[src/hw/rtl/rspl_pkg.sv]
`timescale 1ns / 1ps
// ----------------------------------------------------------------------------
// rspl_pkg
// Shared types and constants of the range smoother and proximity level block.
// ----------------------------------------------------------------------------
package rspl_pkg;

    localparam int RAW_W      = 16;
    localparam int SENSOR_W   = 2;
    localparam int MEAN_W     = 10;
    localparam int LIGHT_W    = 2;
    localparam int CFG_ADDR_W = 2;
    localparam int IN_DATA_W  = 16;
    localparam int OUT_DATA_W = 24;
    localparam int USER_W     = 2;

    localparam logic [MEAN_W-1:0] RESET_FILL     = 10'd2;
    localparam logic [MEAN_W-1:0] MIN_RANGE_RST  = 10'd2;
    localparam logic [MEAN_W-1:0] MAX_RANGE_RST  = 10'd400;
    localparam logic [MEAN_W-1:0] NEAR_LIMIT_RST = 10'd5;
    localparam logic [MEAN_W-1:0] MID_LIMIT_RST  = 10'd10;

    localparam logic [CFG_ADDR_W-1:0] CFG_MIN_RANGE  = 2'd0;
    localparam logic [CFG_ADDR_W-1:0] CFG_MAX_RANGE  = 2'd1;
    localparam logic [CFG_ADDR_W-1:0] CFG_NEAR_LIMIT = 2'd2;
    localparam logic [CFG_ADDR_W-1:0] CFG_MID_LIMIT  = 2'd3;

    localparam logic [LIGHT_W-1:0] LIGHT_NONE   = 2'd0;
    localparam logic [LIGHT_W-1:0] LIGHT_RED    = 2'd1;
    localparam logic [LIGHT_W-1:0] LIGHT_YELLOW = 2'd2;
    localparam logic [LIGHT_W-1:0] LIGHT_GREEN  = 2'd3;

    // output word layout
    localparam int OUT_SMOOTH_LSB  = 0;
    localparam int OUT_NEAREST_LSB = MEAN_W;
    localparam int OUT_FOUND_BIT   = 2 * MEAN_W;
    localparam int OUT_LIGHT_LSB   = 2 * MEAN_W + 1;
    localparam int OUT_PAD_W       = OUT_DATA_W - (2 * MEAN_W + 1 + LIGHT_W);

    typedef enum logic [3:0] {
        ST_CLEAR,
        ST_IDLE,
        ST_UPDATE,
        ST_READ,
        ST_DRAIN,
        ST_MEAN,
        ST_SCAN,
        ST_EMIT
    } t_state;

    typedef struct packed {
        logic clear;
        logic load;
        logic update;
        logic rd_en;
        logic mean_wr;
        logic scan;
        logic emit;
    } t_dp_cmd;

    typedef struct packed {
        logic sensor_ok;
        logic out_free;
    } t_dp_stat;

endpackage

[src/hw/rtl/rspl_ctrl.sv]
`timescale 1ns / 1ps
// ----------------------------------------------------------------------------
// rspl_ctrl
// Sequencer: clearing pass, ring update, window sum, mean, scan, emit.
// ----------------------------------------------------------------------------
module rspl_ctrl #(
    parameter int SENSOR_COUNT  = 4,
    parameter int WINDOW_LENGTH = 8,
    parameter int DEPTH         = 32,
    parameter int CNT_W         = 5
) (
    input  logic               i_clk,
    input  logic               i_rst_n,
    input  logic               i_in_valid,
    output logic               o_in_ready,
    input  rspl_pkg::t_dp_stat i_stat,
    output rspl_pkg::t_dp_cmd  o_cmd,
    output logic [CNT_W-1:0]   o_cnt
);

    rspl_pkg::t_state r_state, n_state;
    logic [CNT_W-1:0] r_cnt, n_cnt;

    always_ff @(posedge i_clk) begin
        if (!i_rst_n) begin
            r_state <= rspl_pkg::ST_CLEAR;
            r_cnt   <= '0;
        end else begin
            r_state <= n_state;
            r_cnt   <= n_cnt;
        end
    end

    always_comb begin
        n_state    = r_state;
        n_cnt      = r_cnt;
        o_cmd      = '0;
        o_in_ready = 1'b0;
        unique case (r_state)
            rspl_pkg::ST_CLEAR: begin
                o_cmd.clear = 1'b1;
                if (r_cnt == CNT_W'(DEPTH - 1)) begin
                    n_cnt   = '0;
                    n_state = rspl_pkg::ST_IDLE;
                end else begin
                    n_cnt = r_cnt + 1'b1;
                end
            end
            rspl_pkg::ST_IDLE: begin
                o_in_ready = 1'b1;
                if (i_in_valid) begin
                    o_cmd.load = 1'b1;
                    n_state    = rspl_pkg::ST_UPDATE;
                end
            end
            rspl_pkg::ST_UPDATE: begin
                o_cmd.update = 1'b1;
                n_cnt        = '0;
                n_state      = i_stat.sensor_ok ? rspl_pkg::ST_READ : rspl_pkg::ST_SCAN;
            end
            rspl_pkg::ST_READ: begin
                o_cmd.rd_en = 1'b1;
                if (r_cnt == CNT_W'(WINDOW_LENGTH - 1)) begin
                    n_cnt   = '0;
                    n_state = rspl_pkg::ST_DRAIN;
                end else begin
                    n_cnt = r_cnt + 1'b1;
                end
            end
            rspl_pkg::ST_DRAIN: begin
                n_state = rspl_pkg::ST_MEAN;
            end
            rspl_pkg::ST_MEAN: begin
                o_cmd.mean_wr = 1'b1;
                n_cnt         = '0;
                n_state       = rspl_pkg::ST_SCAN;
            end
            rspl_pkg::ST_SCAN: begin
                o_cmd.scan = 1'b1;
                if (r_cnt == CNT_W'(SENSOR_COUNT - 1)) begin
                    n_cnt   = '0;
                    n_state = rspl_pkg::ST_EMIT;
                end else begin
                    n_cnt = r_cnt + 1'b1;
                end
            end
            rspl_pkg::ST_EMIT: begin
                if (i_stat.out_free) begin
                    o_cmd.emit = 1'b1;
                    n_state    = rspl_pkg::ST_IDLE;
                end
            end
            default: begin
                n_cnt   = '0;
                n_state = rspl_pkg::ST_CLEAR;
            end
        endcase
    end

    assign o_cnt = r_cnt;

endmodule

[src/hw/rtl/rspl_datapath.sv]
`timescale 1ns / 1ps
// ----------------------------------------------------------------------------
// rspl_datapath
// Config registers, window memory, accumulator, reciprocal-multiply mean,
// nearest scan, light select and output register.
// ----------------------------------------------------------------------------
module rspl_datapath #(
    parameter int SENSOR_COUNT  = 4,
    parameter int WINDOW_LENGTH = 8,
    parameter int SIDX_W        = 2,
    parameter int SLOT_W        = 3,
    parameter int DEPTH         = 32,
    parameter int CNT_W         = 5
) (
    input  logic                                i_clk,
    input  logic                                i_rst_n,
    input  logic                                i_cfg_we,
    input  logic [rspl_pkg::CFG_ADDR_W-1:0]     i_cfg_addr,
    input  logic [rspl_pkg::MEAN_W-1:0]         i_cfg_wdata,
    input  logic [rspl_pkg::IN_DATA_W-1:0]      i_in_data,
    input  logic [rspl_pkg::USER_W-1:0]         i_in_user,
    input  rspl_pkg::t_dp_cmd                   i_cmd,
    input  logic [CNT_W-1:0]                    i_cnt,
    output rspl_pkg::t_dp_stat                  o_stat,
    output logic                                o_out_valid,
    input  logic                                i_out_ready,
    output logic [rspl_pkg::OUT_DATA_W-1:0]     o_out_data,
    output logic [rspl_pkg::USER_W-1:0]         o_out_user
);

    localparam int ADDR_W    = SIDX_W + SLOT_W;
    localparam int SUM_W     = SLOT_W + rspl_pkg::MEAN_W;
    localparam int EXT_W     = SIDX_W + rspl_pkg::SENSOR_W;
    localparam int MUL_SHIFT = SUM_W + SLOT_W;
    localparam int PROD_W    = SUM_W + MUL_SHIFT;
    localparam logic [MUL_SHIFT-1:0] RECIP =
        MUL_SHIFT'((2 ** MUL_SHIFT) / WINDOW_LENGTH + 1);

    logic [rspl_pkg::MEAN_W-1:0] r_min, r_max, r_near, r_mid;

    logic [rspl_pkg::RAW_W-1:0]    r_raw;
    logic [rspl_pkg::SENSOR_W-1:0] r_sensor;
    logic [SIDX_W-1:0]             r_sidx;
    logic                          r_ok;

    logic [rspl_pkg::MEAN_W-1:0] r_held   [SENSOR_COUNT];
    logic [SLOT_W-1:0]           r_pos    [SENSOR_COUNT];
    logic [rspl_pkg::MEAN_W-1:0] r_latest [SENSOR_COUNT];

    logic [rspl_pkg::MEAN_W-1:0] r_win [DEPTH];
    logic [rspl_pkg::MEAN_W-1:0] r_rdata;
    logic                        r_rd_vld;

    logic [SUM_W-1:0]            r_sum;
    logic [rspl_pkg::MEAN_W-1:0] r_smooth, r_nearest;
    logic                        r_found;

    logic                            r_out_valid;
    logic [rspl_pkg::OUT_DATA_W-1:0] r_out_data;
    logic [rspl_pkg::USER_W-1:0]     r_out_user;

    logic [EXT_W-1:0]            w_sensor_ext;
    logic                        w_raw_ok;
    logic [rspl_pkg::MEAN_W-1:0] n_held;
    logic [SLOT_W-1:0]           n_pos;
    logic                        w_wr_en;
    logic [ADDR_W-1:0]           w_wr_addr, w_rd_addr;
    logic [rspl_pkg::MEAN_W-1:0] w_wr_data;
    logic [PROD_W-1:0]           w_prod;
    logic [rspl_pkg::MEAN_W-1:0] w_mean;
    logic [rspl_pkg::MEAN_W-1:0] w_scan_m;
    logic [rspl_pkg::LIGHT_W-1:0] w_light;
    logic                        w_out_free;

    // config
    always_ff @(posedge i_clk) begin
        if (!i_rst_n) begin
            r_min  <= rspl_pkg::MIN_RANGE_RST;
            r_max  <= rspl_pkg::MAX_RANGE_RST;
            r_near <= rspl_pkg::NEAR_LIMIT_RST;
            r_mid  <= rspl_pkg::MID_LIMIT_RST;
        end else if (i_cfg_we) begin
            unique case (i_cfg_addr)
                rspl_pkg::CFG_MIN_RANGE:  r_min  <= i_cfg_wdata;
                rspl_pkg::CFG_MAX_RANGE:  r_max  <= i_cfg_wdata;
                rspl_pkg::CFG_NEAR_LIMIT: r_near <= i_cfg_wdata;
                rspl_pkg::CFG_MID_LIMIT:  r_mid  <= i_cfg_wdata;
                default: ;
            endcase
        end
    end

    // input capture
    assign w_sensor_ext = {{SIDX_W{1'b0}}, i_in_user};

    always_ff @(posedge i_clk) begin
        if (i_cmd.load) begin
            r_raw    <= i_in_data[rspl_pkg::RAW_W-1:0];
            r_sensor <= i_in_user;
            r_sidx   <= w_sensor_ext[SIDX_W-1:0];
            r_ok     <= (w_sensor_ext < EXT_W'(SENSOR_COUNT));
        end
    end

    assign o_stat.sensor_ok = r_ok;

    // held value and ring position
    assign w_raw_ok = (r_raw == '0) ||
                      ((r_raw >= rspl_pkg::RAW_W'(r_min)) && (r_raw <= rspl_pkg::RAW_W'(r_max)));
    assign n_held   = w_raw_ok ? r_raw[rspl_pkg::MEAN_W-1:0] : r_held[r_sidx];
    assign n_pos    = (r_pos[r_sidx] == SLOT_W'(WINDOW_LENGTH - 1)) ? '0
                                                                   : r_pos[r_sidx] + 1'b1;

    always_ff @(posedge i_clk) begin
        if (!i_rst_n) begin
            for (int s = 0; s < SENSOR_COUNT; s++) begin
                r_held[s] <= rspl_pkg::RESET_FILL;
                r_pos[s]  <= '0;
            end
        end else if (i_cmd.update && r_ok) begin
            r_held[r_sidx] <= n_held;
            r_pos[r_sidx]  <= n_pos;
        end
    end

    // window memory
    assign w_wr_en   = i_cmd.clear || (i_cmd.update && r_ok);
    assign w_wr_addr = i_cmd.clear ? i_cnt[ADDR_W-1:0] : {r_sidx, r_pos[r_sidx]};
    assign w_wr_data = i_cmd.clear ? rspl_pkg::RESET_FILL : n_held;
    assign w_rd_addr = {r_sidx, i_cnt[SLOT_W-1:0]};

    always_ff @(posedge i_clk) begin
        if (w_wr_en) begin
            r_win[w_wr_addr] <= w_wr_data;
        end
        if (i_cmd.rd_en) begin
            r_rdata <= r_win[w_rd_addr];
        end
    end

    always_ff @(posedge i_clk) begin
        if (!i_rst_n) begin
            r_rd_vld <= 1'b0;
        end else begin
            r_rd_vld <= i_cmd.rd_en;
        end
    end

    // accumulate
    always_ff @(posedge i_clk) begin
        if (i_cmd.update) begin
            r_sum <= '0;
        end else if (r_rd_vld) begin
            r_sum <= r_sum + SUM_W'(r_rdata);
        end
    end

    // mean: truncated sum / WINDOW_LENGTH by reciprocal multiplication
    assign w_prod = PROD_W'(r_sum) * PROD_W'(RECIP);
    assign w_mean = w_prod[MUL_SHIFT +: rspl_pkg::MEAN_W];

    always_ff @(posedge i_clk) begin
        if (!i_rst_n) begin
            for (int s = 0; s < SENSOR_COUNT; s++) begin
                r_latest[s] <= rspl_pkg::RESET_FILL;
            end
        end else if (i_cmd.mean_wr) begin
            r_latest[r_sidx] <= w_mean;
        end
    end

    // nearest scan
    assign w_scan_m = r_latest[i_cnt[SIDX_W-1:0]];

    always_ff @(posedge i_clk) begin
        if (i_cmd.update) begin
            r_smooth  <= '0;
            r_nearest <= '0;
            r_found   <= 1'b0;
        end else begin
            if (i_cmd.mean_wr) begin
                r_smooth <= w_mean;
            end
            if (i_cmd.scan && (w_scan_m != '0) && (!r_found || (w_scan_m < r_nearest))) begin
                r_nearest <= w_scan_m;
                r_found   <= 1'b1;
            end
        end
    end

    // light select
    always_comb begin
        priority if (!r_found) begin
            w_light = rspl_pkg::LIGHT_NONE;
        end else if (r_nearest <= r_near) begin
            w_light = rspl_pkg::LIGHT_RED;
        end else if (r_nearest <= r_mid) begin
            w_light = rspl_pkg::LIGHT_YELLOW;
        end else if (r_nearest <= r_max) begin
            w_light = rspl_pkg::LIGHT_GREEN;
        end else begin
            w_light = rspl_pkg::LIGHT_NONE;
        end
    end

    // output register
    assign w_out_free      = !r_out_valid || i_out_ready;
    assign o_stat.out_free = w_out_free;

    always_ff @(posedge i_clk) begin
        if (!i_rst_n) begin
            r_out_valid <= 1'b0;
        end else if (i_cmd.emit) begin
            r_out_valid <= 1'b1;
        end else if (i_out_ready) begin
            r_out_valid <= 1'b0;
        end
    end

    always_ff @(posedge i_clk) begin
        if (i_cmd.emit) begin
            r_out_data <= {{rspl_pkg::OUT_PAD_W{1'b0}}, w_light, r_found, r_nearest, r_smooth};
            r_out_user <= r_sensor;
        end
    end

    assign o_out_valid = r_out_valid;
    assign o_out_data  = r_out_data;
    assign o_out_user  = r_out_user;

endmodule

[src/hw/rtl/range_smoother_proximity_level.sv]
`timescale 1ns / 1ps
// ----------------------------------------------------------------------------
// range_smoother_proximity_level
// Per-sensor ring-window mean of range readings and nearest-object light code.
//
// Channel   Dir  Contents
// s_axis    in   tdata: raw_distance; tuser: sensor
// m_axis    out  tdata: smoothed, nearest, found, light; tuser: sensor_echo
// cfg       in   i_cfg_we / i_cfg_addr / i_cfg_wdata, write only
//
// One word at a time: each word reads its WINDOW_LENGTH window entries in
// turn from the one-port memory, then scans the SENSOR_COUNT latest means;
// a word for an unknown sensor skips the read and mean steps.
// After reset a clearing pass fills all SENSOR_COUNT * 2**clog2(WINDOW_LENGTH)
// entries of the window memory; no word is taken during it.
// A stalled result waits in the output register; the next word is taken
// meanwhile and held at its final step until the register frees.
// ----------------------------------------------------------------------------
module range_smoother_proximity_level #(
    parameter int SENSOR_COUNT  = 4,
    parameter int WINDOW_LENGTH = 8
) (
    input  logic                                i_clk,
    input  logic                                i_rst_n,
    input  logic                                s_axis_tvalid,
    output logic                                s_axis_tready,
    input  logic [rspl_pkg::IN_DATA_W-1:0]      s_axis_tdata,  // [15:0] raw_distance
    input  logic [rspl_pkg::USER_W-1:0]         s_axis_tuser,  // [1:0] sensor
    output logic                                m_axis_tvalid,
    input  logic                                m_axis_tready,
    // [9:0] smoothed_distance, [19:10] nearest_distance, [20] nearest_found,
    // [22:21] light_code, [23] zero
    output logic [rspl_pkg::OUT_DATA_W-1:0]     m_axis_tdata,
    output logic [rspl_pkg::USER_W-1:0]         m_axis_tuser,  // [1:0] sensor_echo
    input  logic                                i_cfg_we,
    input  logic [rspl_pkg::CFG_ADDR_W-1:0]     i_cfg_addr,
    input  logic [rspl_pkg::MEAN_W-1:0]         i_cfg_wdata
);

    localparam int SIDX_W = (SENSOR_COUNT > 1) ? $clog2(SENSOR_COUNT) : 1;
    localparam int SLOT_W = $clog2(WINDOW_LENGTH);
    localparam int ADDR_W = SIDX_W + SLOT_W;
    localparam int DEPTH  = SENSOR_COUNT * (2 ** SLOT_W);
    localparam int CNT_W  = ADDR_W;

    rspl_pkg::t_dp_cmd  w_cmd;
    rspl_pkg::t_dp_stat w_stat;
    logic [CNT_W-1:0]   w_cnt;

    rspl_ctrl #(
        .SENSOR_COUNT  (SENSOR_COUNT),
        .WINDOW_LENGTH (WINDOW_LENGTH),
        .DEPTH         (DEPTH),
        .CNT_W         (CNT_W)
    ) u_ctrl (
        .i_clk      (i_clk),
        .i_rst_n    (i_rst_n),
        .i_in_valid (s_axis_tvalid),
        .o_in_ready (s_axis_tready),
        .i_stat     (w_stat),
        .o_cmd      (w_cmd),
        .o_cnt      (w_cnt)
    );

    rspl_datapath #(
        .SENSOR_COUNT  (SENSOR_COUNT),
        .WINDOW_LENGTH (WINDOW_LENGTH),
        .SIDX_W        (SIDX_W),
        .SLOT_W        (SLOT_W),
        .DEPTH         (DEPTH),
        .CNT_W         (CNT_W)
    ) u_datapath (
        .i_clk       (i_clk),
        .i_rst_n     (i_rst_n),
        .i_cfg_we    (i_cfg_we),
        .i_cfg_addr  (i_cfg_addr),
        .i_cfg_wdata (i_cfg_wdata),
        .i_in_data   (s_axis_tdata),
        .i_in_user   (s_axis_tuser),
        .i_cmd       (w_cmd),
        .i_cnt       (w_cnt),
        .o_stat      (w_stat),
        .o_out_valid (m_axis_tvalid),
        .i_out_ready (m_axis_tready),
        .o_out_data  (m_axis_tdata),
        .o_out_user  (m_axis_tuser)
    );

    logic                         w_a_found;
    logic [rspl_pkg::MEAN_W-1:0]  w_a_nearest;
    logic [rspl_pkg::LIGHT_W-1:0] w_a_light;

    assign w_a_found   = m_axis_tdata[rspl_pkg::OUT_FOUND_BIT];
    assign w_a_nearest = m_axis_tdata[rspl_pkg::OUT_NEAREST_LSB +: rspl_pkg::MEAN_W];
    assign w_a_light   = m_axis_tdata[rspl_pkg::OUT_LIGHT_LSB +: rspl_pkg::LIGHT_W];

    a_one_at_a_time: assert property (@(posedge i_clk) disable iff (!i_rst_n)
        (s_axis_tvalid && s_axis_tready) |=> !s_axis_tready)
        else $error("input taken while a word is in progress");

    a_clear_first: assert property (@(posedge i_clk) disable iff (!i_rst_n)
        $rose(i_rst_n) |-> !s_axis_tready)
        else $error("input taken before the clearing pass");

    a_none_found: assert property (@(posedge i_clk) disable iff (!i_rst_n)
        (m_axis_tvalid && !w_a_found) |->
            ((w_a_light == rspl_pkg::LIGHT_NONE) && (w_a_nearest == '0)))
        else $error("light or nearest set with no object found");

    a_found_nonzero: assert property (@(posedge i_clk) disable iff (!i_rst_n)
        (m_axis_tvalid && w_a_found) |-> (w_a_nearest != '0))
        else $error("nearest is zero although an object was found");

endmodule
[config.mk]
export PLATFORM = sky130hd
export DESIGN_NAME = range_smoother_proximity_level
export DESIGN_NICKNAME = d
export VERILOG_FILES = /design/src/hw/rtl/rspl_pkg.sv /design/src/hw/rtl/rspl_ctrl.sv /design/src/hw/rtl/rspl_datapath.sv /design/src/hw/rtl/range_smoother_proximity_level.sv
export SDC_FILE = /design/constraint.sdc
export NUM_CORES = 1
export LEC_CHECK = 0
export BUFFER_PORTS_ARGS = -buffer_cell sky130_fd_sc_hd__buf_4
export CAP_MARGIN = 20
export CORE_AREA = 5 5 226 228
export DETAILED_ROUTE_END_ITERATION = 16
export DIE_AREA = 0 0 231 233
export PLACE_DENSITY_LB_ADDON = 0.08
export SLEW_MARGIN = 10
export SYNTH_ARGS = -nofsm -noshare
export SYNTH_HDL_FRONTEND = slang
export SYNTH_SLANG_ARGS = --single-unit
[constraint.sdc]
create_clock -name i_clk -period 4.4 [get_ports i_clk]
set_input_delay 0.88 -clock i_clk [delete_from_list [all_inputs] [get_ports i_clk]]
set_output_delay 0.88 -clock i_clk [all_outputs]
set_load 0.01 [all_outputs]
# Word-level counts from Yosys, hierarchy flattened
# Memories as Yosys holds them, arrays and structs flattened. A register that Yosys moved wholly into a read port is not among the register bits.
# Cells that the tools add are included.
[totals] register_bits=129 mem_bits_rw=412 mem_count=4 out_inout_bits=28
[memory_table] memory="u_datapath.r_win" words=32 word_bits=10 read_ports=1 rd_clocked_by_memory_dff=1 write_ports=1 line="rspl_datapath.sv:50" source="logic [rspl_pkg::MEAN_W-1:0] r_win [DEPTH];"
[memory_table] memory="u_datapath.r_held" words=4 word_bits=10 read_ports=1 rd_clocked_by_memory_dff=1 write_ports=4 line="rspl_datapath.sv:46" source="logic [rspl_pkg::MEAN_W-1:0] r_held [SENSOR_COUNT];"
[memory_table] memory="u_datapath.r_latest" words=4 word_bits=10 read_ports=1 rd_clocked_by_memory_dff=1 write_ports=4 line="rspl_datapath.sv:48" source="logic [rspl_pkg::MEAN_W-1:0] r_latest [SENSOR_COUNT];"
[memory_table] memory="u_datapath.r_pos" words=4 word_bits=3 read_ports=1 rd_clocked_by_memory_dff=1 write_ports=4 line="rspl_datapath.sv:47" source="logic [SLOT_W-1:0] r_pos [SENSOR_COUNT];"
[op_classes] order_cmp=7 addsub=3 n_reduce_logical=25 n_mux=52 bitwise=1 eq_ne=19 multipliers=1
[ops] op="10-bit 2-to-1 mux" count=4
[ops] op="4-bit case mux with 8 select lines" count=1
[ops] op="10-bit less-or-equal comparator" count=3
[ops] op="13-bit by 14-bit multiplier with 26-bit output (second input constant)" count=1
[ops] op="1-bit 2-to-1 mux" count=25
[ops] op="4-bit 2-to-1 mux" count=5
[ops] op="5-bit 2-to-1 mux" count=4
[ops] op="5-bit case mux with 4 select lines" count=1
[ops] op="10-bit OR reduction" count=2
[ops] op="2-bit 2-to-1 mux" count=9
[ops] op="4-bit by 3-bit equality test with 1-bit output (second input constant)" count=4
[ops] op="16-bit by 10-bit greater-or-equal comparator with 1-bit output" count=1
[ops] op="16-bit by 10-bit less-or-equal comparator with 1-bit output" count=1
[ops] op="16-bit logical NOT" count=1
[ops] op="13-bit by 10-bit adder with 13-bit output" count=1
[ops] op="10-bit less-than comparator" count=1
[ops] op="10-bit nonzero test" count=1
[ops] op="3-bit 2-to-1 mux" count=3
[ops] op="4-bit by 2-bit equality test with 1-bit output (second input constant)" count=2
[ops] op="2-bit by 1-bit != test with 1-bit output (second input constant)" count=4
[ops] op="2-bit AND reduction" count=4
[ops] op="3-bit OR reduction" count=2
[ops] op="5-bit by 1-bit adder with 5-bit output (second input constant)" count=1
[ops] op="5-bit by 2-bit equality test with 1-bit output (second input constant)" count=1
[ops] op="other kinds (18)" count=26

# Depth between registers and ports, before layout
[logic_depth] ltp_word=8 depth_mapped=10 depth_no_buf=9

# Modules after synthesis
# From an unflattened synthesis, not the netlist that was laid out.
[hier_totals] hier_cells=1585 hier_area_um2=24197.0
[modules_own_cells] mod="rspl_datapath" n_inst=1 area_each_um2=23511.3 cells_per_inst=1499 seq_area_each_um2=15524.9
[modules_own_cells] mod="rspl_ctrl" n_inst=1 area_each_um2=685.7 cells_per_inst=86 seq_area_each_um2=160.2

# Worst setup path before layout
# OpenSTA, ideal clock, no wires.
[synth_path] kind="register to register" from="register u_datapath.r_raw[6] in the netlist's numbering" to="memory u_datapath.r_win[0][4] in the netlist's numbering (data pin)" synth_period_minus_slack_ns=3.928 path_slack_ns=0.472 setup_time_ns=0.467 arrival_ns=3.461 required_time_ns=3.933 stages_incl_launch_ff=10 path_cell_list="edfxtp_1 -> ha_1 -> a211o_1 -> o2111ai_1 -> a21oi_1 -> a211o_1 -> and2_1 -> clkbuf_1 -> buf_2 -> o31ai_1"
[synth_between] elab_chain_len=5 elab_cells_between_ends=7 cone_classes="2 x order compare; 2 x mux; 3 x reduce/logical"
[synth_lines] element="from (decl)" line="rspl_datapath.sv:41" source="logic [rspl_pkg::RAW_W-1:0] r_raw;"
[synth_lines] element="from (signal assigned)" line="rspl_datapath.sv:98" source="r_raw <= i_in_data[rspl_pkg::RAW_W-1:0];"
[synth_lines] element="16-bit by 10-bit greater-or-equal comparator with 1-bit output or 16-bit by 10-bit less-or-equal comparator with 1-bit output (tied branches)" line="rspl_datapath.sv:109" source="((r_raw >= rspl_pkg::RAW_W'(r_min)) && (r_raw <= rspl_pkg::RAW_W'(r_max)));"
[synth_lines] element="1-bit logical AND" line="rspl_datapath.sv:109"
[synth_lines] element="1-bit logical OR (*)" line="rspl_datapath.sv:108" source="assign w_raw_ok = (r_raw == '0) ||"
[synth_lines] element="10-bit 2-to-1 mux (*)" line="rspl_datapath.sv:110" source="assign n_held = w_raw_ok ? r_raw[rspl_pkg::MEAN_W-1:0] : r_held[r_sidx];"
[synth_lines] element="10-bit 2-to-1 mux (*)" line="rspl_datapath.sv:129" source="assign w_wr_data = i_cmd.clear ? rspl_pkg::RESET_FILL : n_held;"
[synth_lines] element="net u_datapath.w_wr_data, one bit" line="rspl_datapath.sv:68" source="logic [rspl_pkg::MEAN_W-1:0] w_wr_data;"
[synth_lines] element="to (decl)" line="rspl_datapath.sv:50"
# Mark *: on every way through the listed nets, which the timed path passes. The rest lies on a longest branch.

==> results.yml <==
run_status:
  outcome: "completed"
placement:
  portBuffers: 61
  dp_cells: 2283
  placed_cell_area_sq_mm: 0.0258
  place.gp.congestion: 0.874
  dp.final_hpwl_microns: 39200
yosys:
  yosysMostFrequentCell: "edfxtp_1"
  yosys-top-cells-area: "edfxtp_1 58%, mux4_2 11%, dfxtp_1 7.3%"
  synthTopCellsByCount: "465 x edfxtp_1, 153 x nand2_1, 113 x mux4_2"
  syn-num-nets: 1728
  synth_edf_count: 465
  synthArstFlopShare: 0
  synth.avg_cell_area_sq_um: 14.9
  synth_area_leader_cell: "edfxtp_1"
  ys_ff_latch: 553
  yosys_warnings: 0
  ys.flop_type: "edfxtp_1"
  yosysTopAreaCellShare: 0.578
  synth_cells: 1615
  yosysSeqAreaShare: 0.651
  yosysUniqueCellTypes: 59
  syn-cell-area_sq_mm: 0.0241
final_layout:
  diodes: 0
  stdcell_count: 2390
  drive_above_1_share: 0.235
  area_growth_pct: 14.2
  fin_area_sq_mm: 0.0276
  filler_cell_count: 3825
  nets: 1834
global_route:
  grt_usage: 0.226
  grt_pass1_wl_microns: 90400
  grt_max_degree: 48
  grt_pass1_vias: 14100
  antenna_found_initial: 0
  overflow: 0
clock_tree:
  cts.sinks: 553
  clk_latency_ps: 630
  cts_buffers: 57
  clkTransAtPathRegs_ps: 60
  cts_root_buf: "clkbuf_16"
  clockBufferDepth: 3
  postCtsSetupBuffers: 0
  cts_tree: "done"
  cts_resized: 0
  htreeDepth: 2
  hold_buffers: 0
floorplan:
  ios: 63
  die-width_microns: 231
  rows: 81
  dieArea_sq_mm: 0.0538
  initial_core_util: 0.496
  dieHeight_microns: 233
  core_region_area_sq_mm: 0.0486
drt:
  via_per_inst: 5.94
  drt.antenna.violating_nets: 0
  routed_wl_microns: 60500
  drtPass1Iterations: 5
  route.vias.total: 14200
  drt_iter0_drc: 1213
  wl_per_cell_microns: 25.3
  drc: 0
timing:
  rsz0062_at_grt: "false"
  worst_pin_slew_ps: 1130
  final_hold_viol_count: 0
  finClkSkew_ps: 24.8
  relSlewSlack: 0.245
  fin_crit_ps: 3410
  setup_viol: 0
  fmax_ghz: 0.293
  min_period_over_period: 0.775
  whs_ps: 433
  finalMaxSlewViolations: 0
  fin_tns_setup_ps: 0
critical_path:
  crit_path_cell_trace: "ha_1, a211o_1, o2111ai_1, a21oi_1, a211o_1, buf_4, and2_2, buf_4, o211ai_1"
  worst_path_largest_cell_delay_ps: 700
  startpoint_type: "register"
  path_max_fanout: 47
  crit_required_ps: 4710
  crit_cells: 9
  reg2reg_depth: 9
  critPathLaunch: "u_datapath.r_raw[6]$_DFFE_PP_"
  slowest_stage: "and2_2"
  endpoint_kind: "register"
  crit_buf_inv: 2
  cp_top_family: "buffers and inverters"
  reg2reg_from: "u_datapath.r_raw[6]$_DFFE_PP_"
  worst-setup-path-type: "register to register"
  cp_data_arrival_time_ps: 3720
power_and_ir_drop:
  vdd_drop_max_v: 0.000361
  cellPowerDensity_mw_per_mm2: 392
  cellLeakagePower_nw: 8.97
hold_path:
  holdCritStartpoint: "u_datapath.r_smooth[7]$_SDFFE_PP0P_"
  hp-class: "register to register"
  min_path_cells: 0
flow_run:
  cap_violations: 0
layout make-up:
class | instances | area [sq um] | share of cell area
clock inverter | 32 | 277 | 0.0100
clock buffer | 74 | 1500 | 0.0544
timing repair buffer | 142 | 1060 | 0.0384
multi-input combinational | 906 | 7980 | 0.290
tap | 622 | 778 | 0.0282
sequential | 553 | 15700 | 0.571
inverter | 61 | 229 | 0.00831
power by group:
part | internal [mW] | switching [mW] | leakage, nW
combinational | 0.207 | 0.250 | 3.52
sequential | 5.70 | 0.0616 | 4.58
clock | 2.59 | 2.01 | 0.865
total | 8.50 | 2.32 | 8.97
path summary, 6_finish.rpt:
path                                           endpoint  slack, ps
setup / recovery  u_datapath.r_held[1][1]$_SDFFCE_PN1P_        990
hold / removal       u_datapath.o_out_data[7]$_DFFE_PP_        430
setup reg to reg  u_datapath.r_held[1][1]$_SDFFCE_PN1P_        990
hold reg to reg      u_datapath.o_out_data[7]$_DFFE_PP_        430
placed cells by master, fill, tap and decap left out, types with 24 or more instances in the layout:
master / synthesis / routed
nor2_2: 0 / 24
nand4_1: 54 / 54
a21boi_0: 28 / 28
clkbuf_16: 0 / 57
a21oi_1: 43 / 43
inv_1: 61 / 61
mux4_2: 113 / 113
dfxtp_1: 88 / 85
nand2_1: 153 / 153
edfxtp_1: 465 / 465
and3_1: 32 / 32
nor2_1: 81 / 57
and2_1: 26 / 25
buf_4: 3 / 139
o21ai_0: 33 / 31
o31ai_1: 45 / 36
ha_1: 77 / 77
cells by family (layout without fill, tap and decap cells):
family / count (synthesis) / in the layout / synth area share
AO/OA/AOI/OAI: 230 / 230 / 0.0663
XOR/XNOR: 2 / 2 / 0.000726
adder cells (fa/ha/maj): 78 / 78 / 0.0407
buffers and inverters: 156 / 309 / 0.0274
flip-flops: 553 / 553 / 0.651
multiplexers: 154 / 154 / 0.124
other: 1 / 1 / 0.000155
AND/OR/NAND/NOR: 441 / 441 / 0.0896
worst register-to-register path, cell delays in order (launching register included):
cell and delay, ps:
edfxtp_1 520, ha_1 360, a211o_1 140, o2111ai_1 100, a21oi_1 140, a211o_1 140
buf_4 400, and2_2 720, buf_4 440, o211ai_1 150
metal layers:
layer  vias to the layer above  part of all wire  track usage
li1                       6475                 -            -
met1                      7210              0.42        0.309
met2                       434              0.49        0.380
met3                        85             0.057       0.0354
met4                         0             0.026       0.0646
met5                         -                 0            0
flip-flops by register name, summed over array words and instances, names as in the netlist, 12 cells and up, named ones only:
| name | flops |
|---|---|
| u_datapath.r_latest | 40 |
| u_datapath.r_held | 40 |
| u_datapath.r_pos | 12 |
| u_datapath.r_win | 320 |
| u_datapath.r_sum | 13 |
| u_datapath.r_raw | 16 |
| u_datapath.o_out_data | 23 |
through the flow:
stage                     setup WS [ps]   util  power (mW)
after detailed placement           1050  0.530        6.33
after global routing                840  0.566        11.2
after global placement             1080  0.530        6.33
after CTS                          1020  0.566        10.9
final                               991  0.566        10.8
after floorplan                     472      -        6.15
Note: power is estimated with default switching activity, not from simulation.
